===== src/hdl/tcw_pkg.sv =====
// ----------------------------------------------------------------------------
// Text console character writer package
// Shared constants for the command codes, control characters and registers.
// ----------------------------------------------------------------------------
package tcw_pkg;

    localparam int CFG_INDEX_W = 2;
    localparam int CFG_DATA_W  = 8;

    localparam logic [CFG_INDEX_W-1:0] REG_TEXT_COLOR = 2'd0;
    localparam logic [CFG_INDEX_W-1:0] REG_COLUMNS    = 2'd1;
    localparam logic [CFG_INDEX_W-1:0] REG_ROWS       = 2'd2;

    localparam logic [7:0] TEXT_COLOR_RESET = 8'd15;
    localparam logic [7:0] COLUMNS_RESET    = 8'd80;
    localparam logic [6:0] ROWS_RESET       = 7'd25;

    localparam logic FUNC_PUT  = 1'b0;
    localparam logic FUNC_MOVE = 1'b1;

    localparam logic [7:0] CH_TAB     = 8'd9;
    localparam logic [7:0] CH_NEWLINE = 8'd10;
    localparam logic [7:0] CH_RETURN  = 8'd13;

endpackage


===== src/hdl/tcw_cursor.sv =====
// ----------------------------------------------------------------------------
// Text console cursor tracker
// Holds the cursor column and row and works out the cell written by a
// command and the cursor that follows it, all combinationally.
// ----------------------------------------------------------------------------
module tcw_cursor #(
    parameter int MAX_COLUMNS = 128,
    parameter int MAX_ROWS    = 64,
    parameter int TAB_STOP    = 4,
    localparam int CW   = $clog2(MAX_COLUMNS),
    localparam int RW   = $clog2(MAX_ROWS),
    localparam int NC_W = $clog2(MAX_COLUMNS + 1),
    localparam int NR_W = $clog2(MAX_ROWS + 1)
) (
    input  logic            clk,
    input  logic            rst_n,
    input  logic            step,
    input  logic            func,
    input  logic [7:0]      char_code,
    input  logic [6:0]      new_column,
    input  logic [5:0]      new_row,
    input  logic [NC_W-1:0] ncols,
    input  logic [NR_W-1:0] nrows,
    output logic            cell_write,
    output logic [CW-1:0]   cell_column,
    output logic [RW-1:0]   cell_row,
    output logic [CW-1:0]   column,
    output logic [RW-1:0]   row
);

    localparam int SH    = CW + 4;
    localparam int PW    = CW + SH;
    localparam int TW    = CW + 5;
    localparam int RECIP = ((2 ** SH) + TAB_STOP - 1) / TAB_STOP;

    logic [CW-1:0] column_reg;
    logic [CW-1:0] column_next;
    logic [RW-1:0] row_reg;
    logic [RW-1:0] row_next;

    logic [CW-1:0] col_eff;
    logic [RW-1:0] row_eff;
    logic [CW-1:0] col_last;
    logic [RW-1:0] row_last;
    logic [RW-1:0] row_down;
    logic [PW-1:0] recip_prod;
    logic [CW-1:0] tab_quot;
    logic [TW-1:0] tab_next;
    logic [CW:0]   col_inc;
    logic          write_next;

    always_comb
    begin
        col_last = CW'(32'(ncols) - 32'd1);
        row_last = RW'(32'(nrows) - 32'd1);
        col_eff  = (32'(column_reg) >= 32'(ncols)) ? col_last : column_reg;
        row_eff  = (32'(row_reg) >= 32'(nrows)) ? row_last : row_reg;
        row_down = (32'(row_eff) + 32'd1 >= 32'(nrows)) ? '0 : RW'(32'(row_eff) + 32'd1);

        recip_prod = PW'(col_eff) * PW'(RECIP);
        tab_quot   = CW'(recip_prod >> SH);
        tab_next   = (TW'(tab_quot) + TW'(1)) * TW'(TAB_STOP);
        col_inc    = (CW + 1)'(col_eff) + (CW + 1)'(1);
    end

    always_comb
    begin
        column_next = col_eff;
        row_next    = row_eff;
        write_next  = 1'b0;
        priority if (func == tcw_pkg::FUNC_MOVE)
        begin
            column_next = (32'(new_column) >= 32'(ncols)) ? col_last : CW'(new_column);
            row_next    = (32'(new_row) >= 32'(nrows)) ? row_last : RW'(new_row);
        end
        else if (char_code == tcw_pkg::CH_NEWLINE)
        begin
            column_next = '0;
            row_next    = row_down;
        end
        else if (char_code == tcw_pkg::CH_RETURN)
        begin
            column_next = '0;
        end
        else if (char_code == tcw_pkg::CH_TAB)
        begin
            if (tab_next >= TW'(ncols))
            begin
                column_next = '0;
                row_next    = row_down;
            end
            else
            begin
                column_next = CW'(tab_next);
            end
        end
        else
        begin
            write_next = 1'b1;
            if (col_inc >= (CW + 1)'(ncols))
            begin
                column_next = '0;
                row_next    = row_down;
            end
            else
            begin
                column_next = CW'(col_inc);
            end
        end
    end

    always_ff @(posedge clk or negedge rst_n)
    begin
        if (!rst_n)
        begin
            column_reg <= '0;
            row_reg    <= '0;
        end
        else if (step)
        begin
            column_reg <= column_next;
            row_reg    <= row_next;
        end
    end

    assign cell_write  = write_next;
    assign cell_column = col_eff;
    assign cell_row    = row_eff;
    assign column      = column_next;
    assign row         = row_next;

    a_hold_without_step: assert property (@(posedge clk) disable iff (!rst_n)
        !step |=> ($stable(column_reg) && $stable(row_reg)))
        else $error("cursor changed without a command");

    a_move_no_write: assert property (@(posedge clk) disable iff (!rst_n)
        (func == tcw_pkg::FUNC_MOVE) |-> !cell_write)
        else $error("cursor move wrote a cell");

endmodule


===== src/hdl/text_console_char_writer.sv =====
// ----------------------------------------------------------------------------
// Text console character writer
// Turns a stream of put-character and move-cursor commands into screen cell
// writes and cursor updates for a text-mode display.
// ----------------------------------------------------------------------------
// The block accepts one command item in every clock cycle while the output
// side is not stalled, and returns exactly one result item for each, through
// the s1 and output registers. The rate is set by the cursor update, which
// finishes within the cycle in which an item is accepted; the linear address
// multiplications run in the following stage. Configuration may be written
// only while no item is in flight.
module text_console_char_writer #(
    parameter int MAX_COLUMNS = 128,
    parameter int MAX_ROWS    = 64,
    parameter int TAB_STOP    = 4
) (
    input  logic                           clk,
    input  logic                           rst_n,
    input  logic                           cfg_we,
    input  logic [tcw_pkg::CFG_INDEX_W-1:0] cfg_index,
    input  logic [tcw_pkg::CFG_DATA_W-1:0]  cfg_data,
    input  logic                           s_tvalid,
    output logic                           s_tready,
    input  logic [23:0]                    s_tdata,  // char_code, new_column, new_row, pad
    input  logic                           s_tuser,  // func
    output logic                           m_tvalid,
    input  logic                           m_tready,
    output logic [55:0]                    m_tdata,  // cell_address, cell_value,
                                                     // cursor_position, cursor_column,
                                                     // cursor_row, pad
    output logic                           m_tuser   // cell_write
);

    localparam int CW   = $clog2(MAX_COLUMNS);
    localparam int RW   = $clog2(MAX_ROWS);
    localparam int NC_W = $clog2(MAX_COLUMNS + 1);
    localparam int NR_W = $clog2(MAX_ROWS + 1);
    localparam int AW   = RW + NC_W + 1;

    logic [7:0]      color_reg;
    logic [7:0]      columns_reg;
    logic [6:0]      rows_reg;
    logic [NC_W-1:0] ncols;
    logic [NR_W-1:0] nrows;

    logic            step;
    logic            out_load;
    logic            s1_valid_reg;
    logic            s1_valid_next;
    logic            out_valid_reg;
    logic            out_valid_next;

    logic            cur_write;
    logic [CW-1:0]   cur_cell_col;
    logic [RW-1:0]   cur_cell_row;
    logic [CW-1:0]   cur_col;
    logic [RW-1:0]   cur_row;

    logic            s1_wr_reg;
    logic [CW-1:0]   s1_ccol_reg;
    logic [RW-1:0]   s1_crow_reg;
    logic [CW-1:0]   s1_col_reg;
    logic [RW-1:0]   s1_row_reg;
    logic [7:0]      s1_char_reg;

    logic [AW-1:0]   cell_sum;
    logic [AW-1:0]   pos_sum;

    logic            out_wr_reg;
    logic [12:0]     out_addr_reg;
    logic [15:0]     out_value_reg;
    logic [12:0]     out_pos_reg;
    logic [6:0]      out_col_reg;
    logic [5:0]      out_row_reg;

    always_ff @(posedge clk or negedge rst_n)
    begin
        if (!rst_n)
        begin
            color_reg   <= tcw_pkg::TEXT_COLOR_RESET;
            columns_reg <= tcw_pkg::COLUMNS_RESET;
            rows_reg    <= tcw_pkg::ROWS_RESET;
        end
        else if (cfg_we)
        begin
            unique case (cfg_index)
                tcw_pkg::REG_TEXT_COLOR: color_reg   <= cfg_data;
                tcw_pkg::REG_COLUMNS:    columns_reg <= cfg_data;
                tcw_pkg::REG_ROWS:       rows_reg    <= cfg_data[6:0];
                default:                 ;
            endcase
        end
    end

    always_comb
    begin
        if (columns_reg == 8'd0)
            ncols = NC_W'(1);
        else if (32'(columns_reg) > 32'(MAX_COLUMNS))
            ncols = NC_W'(MAX_COLUMNS);
        else
            ncols = NC_W'(columns_reg);

        if (rows_reg == 7'd0)
            nrows = NR_W'(1);
        else if (32'(rows_reg) > 32'(MAX_ROWS))
            nrows = NR_W'(MAX_ROWS);
        else
            nrows = NR_W'(rows_reg);
    end

    assign out_load = s1_valid_reg && (!out_valid_reg || m_tready);
    assign s_tready = !s1_valid_reg || out_load;
    assign step     = s_tvalid && s_tready;

    always_comb
    begin
        s1_valid_next = s1_valid_reg;
        if (step)
            s1_valid_next = 1'b1;
        else if (out_load)
            s1_valid_next = 1'b0;

        out_valid_next = out_valid_reg;
        if (out_load)
            out_valid_next = 1'b1;
        else if (m_tready)
            out_valid_next = 1'b0;
    end

    always_ff @(posedge clk or negedge rst_n)
    begin
        if (!rst_n)
        begin
            s1_valid_reg  <= 1'b0;
            out_valid_reg <= 1'b0;
        end
        else
        begin
            s1_valid_reg  <= s1_valid_next;
            out_valid_reg <= out_valid_next;
        end
    end

    tcw_cursor #(
        .MAX_COLUMNS (MAX_COLUMNS),
        .MAX_ROWS    (MAX_ROWS),
        .TAB_STOP    (TAB_STOP)
    ) u_cursor (
        .clk         (clk),
        .rst_n       (rst_n),
        .step        (step),
        .func        (s_tuser),
        .char_code   (s_tdata[7:0]),
        .new_column  (s_tdata[14:8]),
        .new_row     (s_tdata[20:15]),
        .ncols       (ncols),
        .nrows       (nrows),
        .cell_write  (cur_write),
        .cell_column (cur_cell_col),
        .cell_row    (cur_cell_row),
        .column      (cur_col),
        .row         (cur_row)
    );

    always_ff @(posedge clk)
    begin
        if (step)
        begin
            s1_wr_reg   <= cur_write;
            s1_ccol_reg <= cur_cell_col;
            s1_crow_reg <= cur_cell_row;
            s1_col_reg  <= cur_col;
            s1_row_reg  <= cur_row;
            s1_char_reg <= s_tdata[7:0];
        end
    end

    assign cell_sum = AW'(s1_crow_reg) * AW'(ncols) + AW'(s1_ccol_reg);
    assign pos_sum  = AW'(s1_row_reg) * AW'(ncols) + AW'(s1_col_reg);

    always_ff @(posedge clk)
    begin
        if (out_load)
        begin
            out_wr_reg    <= s1_wr_reg;
            out_addr_reg  <= s1_wr_reg ? 13'(cell_sum) : 13'd0;
            out_value_reg <= s1_wr_reg ? {color_reg, s1_char_reg} : 16'd0;
            out_pos_reg   <= 13'(pos_sum);
            out_col_reg   <= 7'(s1_col_reg);
            out_row_reg   <= 6'(s1_row_reg);
        end
    end

    assign m_tvalid = out_valid_reg;
    assign m_tuser  = out_wr_reg;
    assign m_tdata  = {1'b0, out_row_reg, out_col_reg, out_pos_reg, out_value_reg,
                       out_addr_reg};

    a_col_on_screen: assert property (@(posedge clk) disable iff (!rst_n)
        out_valid_reg |-> (32'(out_col_reg) < 32'(ncols)))
        else $error("reported column lies beyond the screen width");

    a_row_on_screen: assert property (@(posedge clk) disable iff (!rst_n)
        out_valid_reg |-> (32'(out_row_reg) < 32'(nrows)))
        else $error("reported row lies beyond the screen height");

    a_idle_cell_zero: assert property (@(posedge clk) disable iff (!rst_n)
        (out_valid_reg && !out_wr_reg) |-> (out_addr_reg == 13'd0 && out_value_reg == 16'd0))
        else $error("cell fields not cleared on an item without a cell write");

    a_stage_order: assert property (@(posedge clk) disable iff (!rst_n)
        (s1_valid_reg && out_valid_reg && !m_tready) |=> s1_valid_reg)
        else $error("pending item dropped while the output stalled");

endmodule

===== config.mk =====
export PLATFORM = sky130hd
export DESIGN_NAME = text_console_char_writer
export DESIGN_NICKNAME = d
export VERILOG_FILES = /design/src/hdl/tcw_pkg.sv /design/src/hdl/tcw_cursor.sv /design/src/hdl/text_console_char_writer.sv
export SDC_FILE = /design/constraint.sdc
export NUM_CORES = 1
export LEC_CHECK = 0
export ABC_AREA = 1
export BUFFER_PORTS_ARGS = -buffer_cell sky130_fd_sc_hd__buf_2
export CAP_MARGIN = 15
export CORE_AREA = 2 2 147 149
export DETAILED_ROUTE_END_ITERATION = 10
export DIE_AREA = 0 0 149 151
export PLACE_DENSITY = 0.68
export SYNTH_ARGS = -nofsm -noshare
export SYNTH_HDL_FRONTEND = slang
export SYNTH_HIERARCHICAL = 1
export SYNTH_SLANG_ARGS = --single-unit

===== constraint.sdc =====
create_clock -name clk -period 5.6 [get_ports clk]
set_input_delay 1.12 -clock clk [delete_from_list [all_inputs] [get_ports clk]]
set_output_delay 1.12 -clock clk [all_outputs]
set_load 0.02 [all_outputs]

==> impl_metrics.csv, run 1 <==
group,metric,value,unit
timing,hold_viol_final,0,
logic_synthesis,synth_area_per_cell,8.39,sq um
finish,largest_reg_flops,16,
pwr,ir_worst_vdd,0.305,mV
setup_path,critPathMaxStageDelay,0.50,ns
timing,worst_slew_pin_slew,0.983,ns
detailed_routing,drt_iter0_markers,690,
pwr,power_density,663,nW/um^2
timing,setup_viol,0,
grt,first_global_vias,8000,
floorplanning,die_w,149,microns
setup_path,cp_max_fo,14,
placed_design,io_buffers,94,
clock_network,h-tree-depth,4,
timing,tns,0,ns
detailed_routing,drc,0,
flow_run,cap_violations,0,
logic_synthesis,yosysMostFrequentCell,"nand2_1",
finish,postLayoutCoreUtil,57.2,%
floorplanning,die_h,151,microns
timing,min_period,5.04,ns
finish,final_layout_size_suffix_gt1_share,14.6,%
timing,slew_violations,0,
clock_network,clkLatencyLatePin,0.42,ns
placed_design,dpl.hpwl,19100,microns
logic_synthesis,synth_cell_types,50,
logic_synthesis,ys_top_cells_by_area,"edfxtp_1, ha_1, fa_1",
floorplanning,core,20800,sq um
floorplanning,dieArea,22500,sq um
finish,final_cells,1653,
clock_network,cts.path.max_buffers,2,
floorplanning,io_pins,99,
detailed_routing,drt_pre_antenna_iters,8,
placed_design,gp_routability_congestion,0.912,
logic_synthesis,synth.largest_area_cell,"edfxtp_1",
detailed_routing,postRouteAntennaNets,0,
logic_synthesis,syn-num-nets,1461,
detailed_routing,drt_wl_total,24300,microns
logic_synthesis,synth_top_area_share,26.0,%
clock_network,numCtsBuffers,17,
status,status,"finished clean",
timing,finalCritPeriodShare,90.1,%
clock_network,clkTransAtPathRegs,0.06,ns
grt,grt_use_total,22.3,%
timing,relSlewSlack,34.5,%
logic_synthesis,yosysWarnings,6,
setup_path,critPathSlowestCell,"dfrtp_1",
setup_path,end_kind,"flop",
setup_path,crit_top_cell,"nand2_1",
timing,rsz0062_at_grt,"false",
grt,grt_max_degree,50,
worst_hold_path,hp-class,"reg -> reg",
finish,nets,1575,
setup_path,required,5.88,ns
timing,max_freq,198,MHz
finish,antenna_cells,0,
clock_network,cts.hold.buffers_added,0,
clock_network,root_buffer,"clkbuf_16",
pwr,p_leak,0.00626,uW
finish,syn_to_final_growth,13.6,%
logic_synthesis,synth_edf_count,91,
clock_network,post_cts_buffers,0,
setup_path,crit_arrival,5.32,ns
logic_synthesis,yosys_register_bits,129,
detailed_routing,viasPerCell,5.08,
logic_synthesis,synth_area,10500,sq um
setup_path,crit_type,"reg -> reg",
finish,final_area,11900,sq um
floorplanning,initial_core_util,50.4,%
clock_network,cts_tree,"yes",
timing,finClkSkew,0.00986,ns
logic_synthesis,synth_commonest_cells,"nand2_1, inv_1, nor2_1",
placed_design,placed_area,11400,sq um
grt,antenna_found_initial,0,
setup_path,r2r_slack,0.56,ns
logic_synthesis,synthFlopType,"edfxtp_1",
setup_path,startpoint_type,"flop",
detailed_routing,vias,8398,
logic_synthesis,async_flop_share,29.5,%
logic_synthesis,synth_cells,1251,
grt,grt-ovfl-total,0,
clock_network,cts.sinks,129,
floorplanning,rows,53,
grt,grt_first_pass_wirelength,39400,microns
clock_network,ctsResizeCount,0,
detailed_routing,avgRoutedWirePerCell,14.7,microns
placed_design,dp_cells,1621,
logic_synthesis,ys_seq_area_share,35.2,%
## area by class of cell
type,count,area (sq um)
fillers,1923,8900
flip-flops and latches,129,3690
repair buffers,113,613
clock inverters,15,135
multi-input cells,862,5800
clock buffers,17,425
well taps,275,344
inverters,242,908
## per-stage QoR
stage | setup WS [ns] | power [uW] | hold WS, ns
after detailed placement | 0.663 | 6800 | 0.435
after global placement | 0.807 | 6670 | 0.436
final | 0.555 | 7900 | 0.450
after CTS | 0.617 | 7910 | 0.449
after floorplan | 1.22 | 5530 | 0.426
after global routing | 0.137 | 8720 | 0.480
## cells by family (layout without fill, tap and decap cells)
logic type      after synthesis  in the layout  share of synthesized area, %
buf+inv                     260            387                          9.66
xor+xnor                     24             24                          2.00
other cells                   1              1                        0.0357
compound gates              141            141                          7.68
flops                       129            129                          35.2
fa+ha+maj                   170            170                          24.3
simple gates                526            526                          21.1
## critical path: cells and delay by family, from the launching register on
| kind | cells | cell delay (ns) |
|---|---|---|
| compound gates | 5 | 0.90 |
| fa+ha+maj | 3 | 0.86 |
| buf+inv | 5 | 0.63 |
| flops | 1 | 0.50 |
| simple gates | 18 | 1.99 |
## where the power goes
group	switching, uW	total, uW	internal [uW]
clock	482	1070	588
combinational	3300	5120	1830
sequential	193	1700	1510
total	3970	7900	3930
## path summary, 6_finish.rpt
check,startpoint,end,depth (start not counted)
max reg2reg,columns_reg[7],u_cursor/row_reg[0],31
max in group asynchronous,rst_n,rows_reg[6],1
min reg2reg,s1_col_reg[4],out_col_reg[4],0
max,columns_reg[7],u_cursor/row_reg[0],31
min in group asynchronous,rst_n,u_cursor/column_reg[1],1
min,s1_col_reg[4],out_col_reg[4],0
## layer usage
layer / vias up / track usage, % / wire length (microns) / part of all wire, %
met5: - / 0 / 0 / 0
met4: 0 / 6.90 / 501 / 2.1
met3: 40 / 3.04 / 1060 / 4.4
met2: 228 / 37.9 / 11900 / 49
met1: 3900 / 29.9 / 10800 / 45
li1: 4230 / - / - / -
## layout by cell type, fill, tap and decap left out, types with 13 or more instances in the layout
master	synthesis	routed
buf_2	4	94
dfrtp_1	29	29
buf_4	1	19
xor2_1	17	17
nand4_1	22	22
edfxtp_1	91	91
nand2_2	13	13
nand3_1	46	46
a21oi_1	46	45
inv_1	234	233
clkbuf_16	0	17
nand2_1	295	295
fa_1	56	56
ha_1	114	114
o21ai_0	56	56
nor2_1	124	124
(Power assumes the default switching activity.)
==> run 2: changes to the inputs <==
==> constraint.sdc (replaced) <==
create_clock -name clk -period 5.6 [get_ports clk]
set_input_delay 0.56 -clock clk [delete_from_list [all_inputs] [get_ports clk]]
set_output_delay 0.56 -clock clk [all_outputs]
set_load 0.02 [all_outputs]
==> impl_metrics.csv, run 2 (synthesis results as in run 1) <==
group,metric,value,unit
status,status,"finished clean",
setup_path,crit_top_cell,"nand2_1",
timing,holdWs,0.285,ns
grt,first_global_vias,8069,
timing,hold_viol_final,0,
detailed_routing,viasPerCell,5.09,
placed_design,placed_area,11400,sq um
grt,grt_max_degree,50,
clock_network,root_buffer,"clkbuf_16",
clock_network,clkTransAtPathRegs,0.07,ns
clock_network,numCtsBuffers,17,
detailed_routing,drt_iter0_markers,571,
detailed_routing,drt_wl_total,24000,microns
detailed_routing,vias,8420,
flow_run,cap_violations,0,
pwr,power_density,660,nW/um^2
setup_path,cp_top_family,"simple AND/OR/NAND/NOR gates",
floorplanning,die_w,149,microns
clock_network,cts.hold.buffers_added,0,
placed_design,gp_routability_congestion,0.937,
placed_design,io_buffers,94,
clock_network,clkLatencyLatePin,0.42,ns
finish,syn_to_final_growth,13.7,%
clock_network,cts.sinks,129,
clock_network,ctsResizeCount,0,
finish,antenna_cells,0,
clock_network,cts.path.max_buffers,2,
worst_hold_path,hp-class,"in -> async",
timing,tns,0,ns
detailed_routing,postRouteAntennaNets,0,
finish,final_cell_mix,"nand2_1, inv_1, nor2_1",
setup_path,crit_type,"reg -> reg",
finish,final_layout_size_suffix_gt1_share,14.6,%
timing,finClkSkew,0.0112,ns
setup_path,path_buf_inv,7,
finish,layout_commonest_cell,"nand2_1",
detailed_routing,avgRoutedWirePerCell,14.5,microns
pwr,ir_worst_vdd,0.301,mV
grt,grt_first_pass_wirelength,39300,microns
floorplanning,initial_core_util,50.4,%
timing,slew_violations,0,
clock_network,post_cts_buffers,0,
setup_path,end_kind,"flop",
clock_network,cts_tree,"yes",
timing,rsz0062_at_grt,"false",
floorplanning,dieArea,22500,sq um
timing,min_period,4.95,ns
finish,nets,1576,
setup_path,critPathSlowestCell,"dfrtp_1",
setup_path,startpoint_type,"flop",
timing,relSlewSlack,34.2,%
floorplanning,io_pins,99,
timing,worst_slew_pin_slew,0.987,ns
setup_path,critPathMaxStageDelay,0.39,ns
floorplanning,rows,53,
detailed_routing,drt_pre_antenna_iters,5,
timing,setup_viol,0,
grt,antenna_found_initial,0,
placed_design,dpl.hpwl,18900,microns
finish,largest_reg_flops,16,
setup_path,required,5.88,ns
setup_path,cp_max_fo,9,
floorplanning,core,20800,sq um
detailed_routing,drc,0,
grt,grt-ovfl-total,0,
timing,finalCritPeriodShare,88.3,%
finish,final.fill_count,1941,
grt,grt_use_total,22.4,%
finish,final_area,11900,sq um
timing,max_freq,202,MHz
pwr,p_leak,0.00627,uW
clock_network,h-tree-depth,4,
floorplanning,die_h,151,microns
setup_path,crit_arrival,5.22,ns
[run 2: layout make-up]
cell class	count	area [sq um]	share of cell area [%]
clock buffers	17	425	3.57
well taps	275	344	2.88
inverters	242	908	7.61
multi-input cells	862	5800	48.6
clock inverters	15	139	1.16
repair buffers	114	621	5.20
flip-flops and latches	129	3690	31.0
[run 2: worst paths after layout]
kind	from	to	slack (ns)	cells past startpoint
max reg2reg	columns_reg[7]	u_cursor/row_reg[0]	0.65	34
min	rst_n	u_cursor/column_reg[1]	0.29	1
min reg2reg	s1_col_reg[4]	out_col_reg[4]	0.45	0
min in group clk	s_tdata[7]	s1_char_reg[7]	0.33	1
max in group asynchronous	rst_n	columns_reg[7]	4.72	1
max	columns_reg[7]	u_cursor/row_reg[0]	0.65	34
[run 2: power by group]
group          total (uW)  leakage, uW  internal, uW  switching [uW]
Sequential           1700      0.00134          1510             185
Clock                1070     0.000282           589             482
Combinational        5110      0.00465          1840            3270
Total                7880      0.00627          3940            3940
[run 2: metrics by stage]
step                      setup slack, ns  utilization, %  total power [uW]  std cells
after floorplan                      1.24               -              5530       1251
after global placement              0.827            54.6              6690       1622
after detailed placement            0.740            54.6              6800       1622
after CTS                           0.732            57.3              7900       1654
after global routing                0.173            57.3              8740       1654
final                               0.655            57.3              7880       1654
[run 2: layer usage]
layer	wire [microns]	part of all wire (%)	up-vias	global-route usage (%)
met1	10800	45	3936	29.3
met2	11600	48	206	37.4
met5	0	0	-	0
met3	874	3.6	52	3.43
li1	-	-	4226	-
met4	726	3.0	0	9.10
